[src/rtl/chs_pkg.sv]
// Shared types, constants and the arctangent table for the compass heading block.
`timescale 1ns / 1ps
`default_nettype none

package chs_pkg;

  // The angle accumulator counts in 1/65536 degree.
  localparam int ZW = 26;
  localparam int GUARD_BITS = 8;
  localparam int HEADING_BITS = 16;
  localparam int CFG_DATA_BITS = 16;
  localparam int CFG_INDEX_BITS = 2;
  localparam int ROUND_SHIFT = 9;
  localparam int TABLE_IDX_BITS = 5;

  localparam logic signed [ZW-1:0] DEG90_Z = 26'sd5898240;
  localparam logic signed [ZW-1:0] DEG180_Z = 26'sd11796480;
  localparam logic signed [ZW-1:0] ROUND_HALF = 26'sd256;

  typedef enum logic [CFG_INDEX_BITS-1:0] {
    REG_OFFSET_X = 2'd0,
    REG_OFFSET_Y = 2'd1
  } cfg_reg_t;

  // Side information that travels alongside each request through the cells.
  typedef struct packed {
    logic neg_x;
    logic zero;
  } flags_t;

  // atan(2^-i) in degrees, scaled by 65536 and rounded.
  function automatic logic signed [ZW-1:0] atan_entry(input logic [TABLE_IDX_BITS-1:0] idx);
    logic signed [ZW-1:0] t;
    case (idx)
      5'd0:    t = 26'sd2949120;
      5'd1:    t = 26'sd1740967;
      5'd2:    t = 26'sd919879;
      5'd3:    t = 26'sd466945;
      5'd4:    t = 26'sd234379;
      5'd5:    t = 26'sd117304;
      5'd6:    t = 26'sd58666;
      5'd7:    t = 26'sd29335;
      5'd8:    t = 26'sd14668;
      5'd9:    t = 26'sd7334;
      5'd10:   t = 26'sd3667;
      5'd11:   t = 26'sd1833;
      5'd12:   t = 26'sd917;
      5'd13:   t = 26'sd458;
      5'd14:   t = 26'sd229;
      5'd15:   t = 26'sd115;
      5'd16:   t = 26'sd57;
      5'd17:   t = 26'sd29;
      5'd18:   t = 26'sd14;
      5'd19:   t = 26'sd7;
      5'd20:   t = 26'sd4;
      5'd21:   t = 26'sd2;
      5'd22:   t = 26'sd1;
      default: t = 26'sd0;
    endcase
    return t;
  endfunction

endpackage

`default_nettype wire

[src/rtl/compass_heading_from_magnetometer.sv]
// Top level: offset registers, front end, a chain of CORDIC cells and the output stage.
// A request moves through the front register, the CORDIC cells and the output register in turn.
// Throughput: one request per cycle while in_stall is low; the unrolled CORDIC chain sets this.
// A stalled output fills a one-entry skid stage, after which in_stall rises and the chain holds.
// Reset clears the offsets to zero and empties every stage; no clearing pass is needed.
`timescale 1ns / 1ps
`default_nettype none

module compass_heading_from_magnetometer #(
  parameter int CORDIC_STAGES = 16,
  parameter int SAMPLE_BITS = 16
) (
  input  wire logic                                    clk,
  input  wire logic                                    rst,
  input  wire logic                                    in_valid,
  output logic                                         in_stall,
  input  wire logic signed [SAMPLE_BITS-1:0]           mag_x,
  input  wire logic signed [SAMPLE_BITS-1:0]           mag_y,
  output logic                                         out_valid,
  input  wire logic                                    out_stall,
  output logic signed [chs_pkg::HEADING_BITS-1:0]      heading,
  output logic                                         zero_vector,
  input  wire logic                                    cfg_valid,
  output logic                                         cfg_ready,
  input  wire logic [chs_pkg::CFG_INDEX_BITS-1:0]      cfg_index,
  input  wire logic [chs_pkg::CFG_DATA_BITS-1:0]       cfg_data
);

  // Room for the guard bits, the CORDIC gain and the sign.
  localparam int W = SAMPLE_BITS + 11;

  logic signed [SAMPLE_BITS-1:0] offset_x;
  logic signed [SAMPLE_BITS-1:0] offset_y;
  logic                          en;

  logic                          c_valid [0:CORDIC_STAGES];
  logic signed [W-1:0]           c_u     [0:CORDIC_STAGES];
  logic signed [W-1:0]           c_v     [0:CORDIC_STAGES];
  logic signed [chs_pkg::ZW-1:0] c_z     [0:CORDIC_STAGES];
  chs_pkg::flags_t               c_flags [0:CORDIC_STAGES];

  assign cfg_ready = 1'b1;
  assign in_stall = !en;

  always_ff @(posedge clk) begin
    if (rst) begin
      offset_x <= '0;
      offset_y <= '0;
    end else if (cfg_valid && cfg_ready) begin
      case (chs_pkg::cfg_reg_t'(cfg_index))
        chs_pkg::REG_OFFSET_X: offset_x <= SAMPLE_BITS'(cfg_data);
        chs_pkg::REG_OFFSET_Y: offset_y <= SAMPLE_BITS'(cfg_data);
        default: ;
      endcase
    end
  end

  chs_front #(
    .SAMPLE_BITS(SAMPLE_BITS),
    .W(W)
  ) u_front (
    .clk(clk),
    .rst(rst),
    .en(en),
    .in_valid(in_valid),
    .mag_x(mag_x),
    .mag_y(mag_y),
    .offset_x(offset_x),
    .offset_y(offset_y),
    .valid(c_valid[0]),
    .u(c_u[0]),
    .v(c_v[0]),
    .z(c_z[0]),
    .flags(c_flags[0])
  );

  for (genvar i = 0; i < CORDIC_STAGES; i++) begin : g_cell
    chs_cell #(
      .IDX(i),
      .W(W)
    ) u_cell (
      .clk(clk),
      .rst(rst),
      .en(en),
      .in_valid(c_valid[i]),
      .in_u(c_u[i]),
      .in_v(c_v[i]),
      .in_z(c_z[i]),
      .in_flags(c_flags[i]),
      .valid(c_valid[i+1]),
      .u(c_u[i+1]),
      .v(c_v[i+1]),
      .z(c_z[i+1]),
      .flags(c_flags[i+1])
    );
  end

  chs_out u_out (
    .clk(clk),
    .rst(rst),
    .in_valid(c_valid[CORDIC_STAGES]),
    .in_z(c_z[CORDIC_STAGES]),
    .in_flags(c_flags[CORDIC_STAGES]),
    .en(en),
    .out_valid(out_valid),
    .out_stall(out_stall),
    .heading(heading),
    .zero_vector(zero_vector)
  );

endmodule

`default_nettype wire

[src/rtl/chs_front.sv]
// Offset correction, absolute value of x and quadrant pre-rotation ahead of the CORDIC cells.
`timescale 1ns / 1ps
`default_nettype none

module chs_front #(
  parameter int SAMPLE_BITS = 16,
  parameter int W = 27
) (
  input  wire logic                           clk,
  input  wire logic                           rst,
  input  wire logic                           en,
  input  wire logic                           in_valid,
  input  wire logic signed [SAMPLE_BITS-1:0]  mag_x,
  input  wire logic signed [SAMPLE_BITS-1:0]  mag_y,
  input  wire logic signed [SAMPLE_BITS-1:0]  offset_x,
  input  wire logic signed [SAMPLE_BITS-1:0]  offset_y,
  output logic                                valid,
  output logic signed [W-1:0]                 u,
  output logic signed [W-1:0]                 v,
  output logic signed [chs_pkg::ZW-1:0]       z,
  output chs_pkg::flags_t                     flags
);

  logic signed [SAMPLE_BITS:0] cx;
  logic signed [SAMPLE_BITS:0] cy;
  logic signed [W-1:0]         cx_w;
  logic signed [W-1:0]         cy_w;
  logic signed [W-1:0]         ax_w;
  logic signed [W-1:0]         u0;
  logic signed [W-1:0]         v0;
  logic signed [W-1:0]         u_next;
  logic signed [W-1:0]         v_next;
  logic signed [chs_pkg::ZW-1:0] z_next;
  chs_pkg::flags_t             flags_next;

  always_comb begin
    cx = {mag_x[SAMPLE_BITS-1], mag_x} - {offset_x[SAMPLE_BITS-1], offset_x};
    cy = {mag_y[SAMPLE_BITS-1], mag_y} - {offset_y[SAMPLE_BITS-1], offset_y};
    cx_w = {{(W-SAMPLE_BITS-1){cx[SAMPLE_BITS]}}, cx};
    cy_w = {{(W-SAMPLE_BITS-1){cy[SAMPLE_BITS]}}, cy};
    ax_w = cx[SAMPLE_BITS] ? -cx_w : cx_w;
    u0 = cy_w <<< chs_pkg::GUARD_BITS;
    v0 = ax_w <<< chs_pkg::GUARD_BITS;
    // A vector in the southern half is turned by -90 degrees first.
    if (cy[SAMPLE_BITS]) begin
      u_next = v0;
      v_next = -u0;
      z_next = chs_pkg::DEG90_Z;
    end else begin
      u_next = u0;
      v_next = v0;
      z_next = '0;
    end
    flags_next.neg_x = cx[SAMPLE_BITS];
    flags_next.zero = (cx == '0) && (cy == '0);
  end

  always_ff @(posedge clk) begin
    if (rst) begin
      valid <= 1'b0;
    end else if (en) begin
      valid <= in_valid;
    end
  end

  always_ff @(posedge clk) begin
    if (en) begin
      u <= u_next;
      v <= v_next;
      z <= z_next;
      flags <= flags_next;
    end
  end

endmodule

`default_nettype wire

[src/rtl/chs_cell.sv]
// One CORDIC vectoring cell: a fixed shift, two add/subtracts and an angle step.
`timescale 1ns / 1ps
`default_nettype none

module chs_cell #(
  parameter int IDX = 0,
  parameter int W = 27
) (
  input  wire logic                           clk,
  input  wire logic                           rst,
  input  wire logic                           en,
  input  wire logic                           in_valid,
  input  wire logic signed [W-1:0]            in_u,
  input  wire logic signed [W-1:0]            in_v,
  input  wire logic signed [chs_pkg::ZW-1:0]  in_z,
  input  wire chs_pkg::flags_t                in_flags,
  output logic                                valid,
  output logic signed [W-1:0]                 u,
  output logic signed [W-1:0]                 v,
  output logic signed [chs_pkg::ZW-1:0]       z,
  output chs_pkg::flags_t                     flags
);

  localparam logic signed [chs_pkg::ZW-1:0] STEP =
    chs_pkg::atan_entry(chs_pkg::TABLE_IDX_BITS'(IDX));

  logic signed [W-1:0]           du;
  logic signed [W-1:0]           dv;
  logic signed [W-1:0]           u_next;
  logic signed [W-1:0]           v_next;
  logic signed [chs_pkg::ZW-1:0] z_next;

  always_comb begin
    du = in_v >>> IDX;
    dv = in_u >>> IDX;
    // Rotate towards the u axis; the sign of v picks the direction.
    if (!in_v[W-1]) begin
      u_next = in_u + du;
      v_next = in_v - dv;
      z_next = in_z + STEP;
    end else begin
      u_next = in_u - du;
      v_next = in_v + dv;
      z_next = in_z - STEP;
    end
  end

  always_ff @(posedge clk) begin
    if (rst) begin
      valid <= 1'b0;
    end else if (en) begin
      valid <= in_valid;
    end
  end

  always_ff @(posedge clk) begin
    if (en) begin
      u <= u_next;
      v <= v_next;
      z <= z_next;
      flags <= in_flags;
    end
  end

endmodule

`default_nettype wire

[src/rtl/chs_out.sv]
// Angle clamp and rounding, then the output register with a skid stage behind it.
`timescale 1ns / 1ps
`default_nettype none

module chs_out (
  input  wire logic                                   clk,
  input  wire logic                                   rst,
  input  wire logic                                   in_valid,
  input  wire logic signed [chs_pkg::ZW-1:0]          in_z,
  input  wire chs_pkg::flags_t                        in_flags,
  output logic                                        en,
  output logic                                        out_valid,
  input  wire logic                                   out_stall,
  output logic signed [chs_pkg::HEADING_BITS-1:0]     heading,
  output logic                                        zero_vector
);

  logic signed [chs_pkg::ZW-1:0]           z_clamp;
  logic signed [chs_pkg::ZW-1:0]           z_round;
  logic signed [chs_pkg::HEADING_BITS-1:0] mag;
  logic signed [chs_pkg::HEADING_BITS-1:0] head_next;
  logic                                    skid_valid;
  logic signed [chs_pkg::HEADING_BITS-1:0] skid_heading;
  logic                                    skid_zero;

  always_comb begin
    if (in_z < 0) begin
      z_clamp = '0;
    end else if (in_z > chs_pkg::DEG180_Z) begin
      z_clamp = chs_pkg::DEG180_Z;
    end else begin
      z_clamp = in_z;
    end
    z_round = (z_clamp + chs_pkg::ROUND_HALF) >>> chs_pkg::ROUND_SHIFT;
    mag = z_round[chs_pkg::HEADING_BITS-1:0];
    if (in_flags.zero) begin
      head_next = '0;
    end else if (in_flags.neg_x) begin
      head_next = -mag;
    end else begin
      head_next = mag;
    end
  end

  // The cells move only while the skid stage is empty.
  assign en = !skid_valid;

  always_ff @(posedge clk) begin
    if (rst) begin
      out_valid <= 1'b0;
      skid_valid <= 1'b0;
    end else if (!out_valid || !out_stall) begin
      if (skid_valid) begin
        out_valid <= 1'b1;
        skid_valid <= 1'b0;
      end else begin
        out_valid <= in_valid;
      end
    end else if (in_valid && !skid_valid) begin
      skid_valid <= 1'b1;
    end
  end

  always_ff @(posedge clk) begin
    if (!out_valid || !out_stall) begin
      if (skid_valid) begin
        heading <= skid_heading;
        zero_vector <= skid_zero;
      end else begin
        heading <= head_next;
        zero_vector <= in_flags.zero;
      end
    end else if (!skid_valid) begin
      skid_heading <= head_next;
      skid_zero <= in_flags.zero;
    end
  end

endmodule

`default_nettype wire
[config.mk]
export PLATFORM = sky130hd
export DESIGN_NAME = compass_heading_from_magnetometer
export DESIGN_NICKNAME = d
export VERILOG_FILES = /design/src/rtl/chs_pkg.sv /design/src/rtl/compass_heading_from_magnetometer.sv /design/src/rtl/chs_front.sv /design/src/rtl/chs_cell.sv /design/src/rtl/chs_out.sv
export SDC_FILE = /design/constraint.sdc
export NUM_CORES = 2
export LEC_CHECK = 0
export BUFFER_PORTS_ARGS = -buffer_cell sky130_fd_sc_hd__buf_4
export CAP_MARGIN = 25
export CORE_MARGIN = 8
export CORE_UTILIZATION = 45
export CTS_BUF_LIST = sky130_fd_sc_hd__clkbuf_16
export CTS_CLUSTER_DIAMETER = 40
export CTS_CLUSTER_SIZE = 25
export DETAILED_ROUTE_END_ITERATION = 6
export PLACE_DENSITY = 0.72
export SETUP_SLACK_MARGIN = 0.1
export SYNTH_ARGS = -nofsm -noshare
export SYNTH_HDL_FRONTEND = slang
export SYNTH_SLANG_ARGS = --single-unit
[constraint.sdc]
create_clock -name clk -period 23.4 [get_ports clk]
set_input_delay 1.17 -clock clk [delete_from_list [all_inputs] [get_ports clk]]
set_output_delay 1.17 -clock clk [all_outputs]
set_load 0.1 [all_outputs]
==> metrics <==
outcome=finished, final reports clean; Max Cap Viol=0; period utilization=21.7%; worst hold path type=flop to flop; Clock Skew=51.3 ps; post-cts sizing count=0; first-pass GRT wire length=377000 µm; Routed Antenna Nets=0; Post-synth EDFFs=1167; R2R cell count=17; cells along the critical path=nor3_1, nand2_1, or3_1, nor4_1, nor2b_1, a21oi_1, xnor2_1, ha_1, a21oi_1, o21a_1, o21ai_1, a211oi_1, o21ai_1, a2111oi_0, o21bai_1, a21oi_1, xnor2_1; CP max FO=8; H-tree levels=4; Fin Setup TNS=0 ps; Gate Count Post-Synth=10067; I/O Pins=75; die width=480 µm; root buf cell=clkbuf_16; ys flop type=edfxtp_1; CTS Buffer Depth=3; Post-Synth Simple-Gate Area=14.4%; Final Max Tran Viols=0; TritonCTS Buffers=196; Initial Util=45.2%; clock transition at the registers of the reported paths=60 ps; top-area cell type share of the netlist area=36.1%; startpoint types=flop; RSZ-0062 raised after global routing=no; post-DP HPWL=181000 µm; die area=231000 µm²; max_slew headroom=25.7%; top post-synthesis cells by area=edfxtp_1 (36%), ha_1 (14%), xnor2_1 (8.0%); fraction of the mapped netlist area in adder cells=15.1%; DR vias=75680; Clock Sinks=1218; WP data required=23980 ps; largest net degree at the start of global routing=185; CP Capture Type=flop; Async SR Flop Fraction=0%; vias in the first global route=74147; compound-gate portion of the synthesized area=17.8%; CTS tree=built; DRT Pass-1 Iters=5; xor-xnor portion of the synthesized cell area=12.4%; diode count=0; Worst Max-Slew Pin Slew=1110 ps; Total GRT Usage=19.5%; syn_area_per_cell=9.64 µm²; Netlist Area Pre-Place=97000 µm²; DR WL/cell=17.7 µm; post-CTS setup buffer count=0; Total Routed Length=234000 µm; Area growth syn-to-layout=11.1%; I/O Buffers=73; clk_lat worst skew=830 ps; Ys Warns=0; antenna violations before repair=1; Core ar.=214000 µm²; DRC viols=0; crit path DAT=5670 ps; Layout Nets=11441; Seq/Total Area, Yosys=37.2%; post-synthesis mux area share=0.836%; fmax=0.197 GHz; Final setup violation count=0; largest family of logic cells by synthesized area=compound AO/OA/AOI/OAI gates; Detailed Route Iter0 Violations=5299; fillers=19183; Largest stage delay, worst path=640 ps; Synth cell types=106; share of cells above drive strength 1=5.63%; Die H=480 µm; most frequent CP cell=a21oi_1; residual overflow from global routing=0; Hold Fails Final Rpt=0; row count=170; most frequent cells in the layout=edfxtp_1 (1167), ha_1 (1111), nor2_1 (1013); hold path depth=0; commonest non-fill, non-tap cell in the layout=edfxtp_1; Via density=5.71; register bit total from synthesis=1218; slowest CP cell=a2111oi_0; RD Place Congestion=0.924; Min Clock Period, post-route=5080 ps; CTS hold repair buffers=0; largest area contributor in the netlist=edfxtp_1; Setup Crit Path Kind=flop to flop
worst max-delay path: cells and delay by family, from the launching register on:
family | cells | cell delay (ps)
AND/OR/NAND/NOR | 5 | 1530
XOR/XNOR | 2 | 240
adder cells (fa/ha/maj) | 1 | 340
flip-flops | 1 | 460
AO/OA/AOI/OAI | 9 | 2270
stage by stage:
step | area [µm²] | std cells | setup WS [ps] | hold slack (ps) | utilization (%)
6_report | 108000 | 13249 | 18320 | 414 | 50.3
5_1_grt | 108000 | 13249 | 17800 | 425 | 50.3
4_1_cts | 108000 | 13242 | 18410 | 414 | 50.2
3_5_place_dp | 101000 | 12873 | 18400 | 405 | 47.1
3_3_place_gp | 101000 | 12872 | 18340 | 400 | 47.1
2_1_floorplan | 97000 | 10070 | 4260 | 400 | -
logic make-up after synthesis:
logic type,Yosys count
xor+xnor,1368
other cells,2
fa+ha+maj,1146
mux,78
simple gates,2914
buf+inv,632
compound gates,2709
flops,1218
synth_stat cells, drive strengths merged, types with 20 or more instances:
cell type,n
o41ai,36
nor4,83
and2,68
clkbuf,119
o31a,29
a21oi,966
dfxtp,51
xor2,479
a211oi,78
nor3b,21
o311ai,20
a2111oi,25
o211ai,57
a21boi,37
or4,22
mux2i,54
edfxtp,1167
and3,129
nand3,197
o21bai,121
nand2b,137
a31o,28
or2,40
xnor2,889
o31ai,55
o21a,179
nand4,25
a21o,288
a31oi,113
nor3,328
nand2,554
ha,1111
buf,28
or3,80
a211o,27
nor2b,146
inv,484
fa,35
o21ai,468
nor2,1013
mux2,24
worst paths after layout:
check	to	from	slack (ps)
min	g_cell[8].u_cell.z[1]$_DFFE_PN_	g_cell[7].u_cell.z[1]$_DFFE_PN_	410
max reg2reg	g_cell[5].u_cell.u[25]$_DFFE_PN_	g_cell[4].u_cell.v[8]$_DFFE_PN_	18320
max	g_cell[5].u_cell.u[25]$_DFFE_PN_	g_cell[4].u_cell.v[8]$_DFFE_PN_	18320
min reg2reg	g_cell[8].u_cell.z[1]$_DFFE_PN_	g_cell[7].u_cell.z[1]$_DFFE_PN_	410
cell type report:
cell class / instances / area (µm²) / share of cell area (%)
clock inverters: 172 / 1790 / 1.66
inverters: 485 / 1820 / 1.69
repair buffers: 119 / 1050 / 0.973
flip-flops and latches: 1218 / 36100 / 33.5
clock buffers: 197 / 4930 / 4.57
well taps: 2838 / 3550 / 3.29
multi-input cells: 8220 / 58600 / 54.3
layer usage:
layer / share of wire (%) / routed length (µm) / global-route usage (%)
met1: 43 / 101000 / 24.3
met2: 49 / 114000 / 34.5
met3: 4.3 / 10200 / 2.44
met4: 4.0 / 9260 / 7.64
met5: 0 / 0 / 0
registers in the layout, indices dropped and copies added, names as in the netlist, 2 cells and up:
name,cells
g_cell.u_cell.flags,32
g_cell.u_cell.u,338
g_cell.u_cell.v,357
g_cell.u_cell.valid,16
g_cell.u_cell.z,365
offset_x,16
offset_y,16
u_front.flags,2
u_front.u,19
u_front.v,19
u_out.heading,16
u_out.skid_heading,16
Power is not shown: default switching activity piles up to over one toggle a cycle in this logic, so the estimate is an artifact.
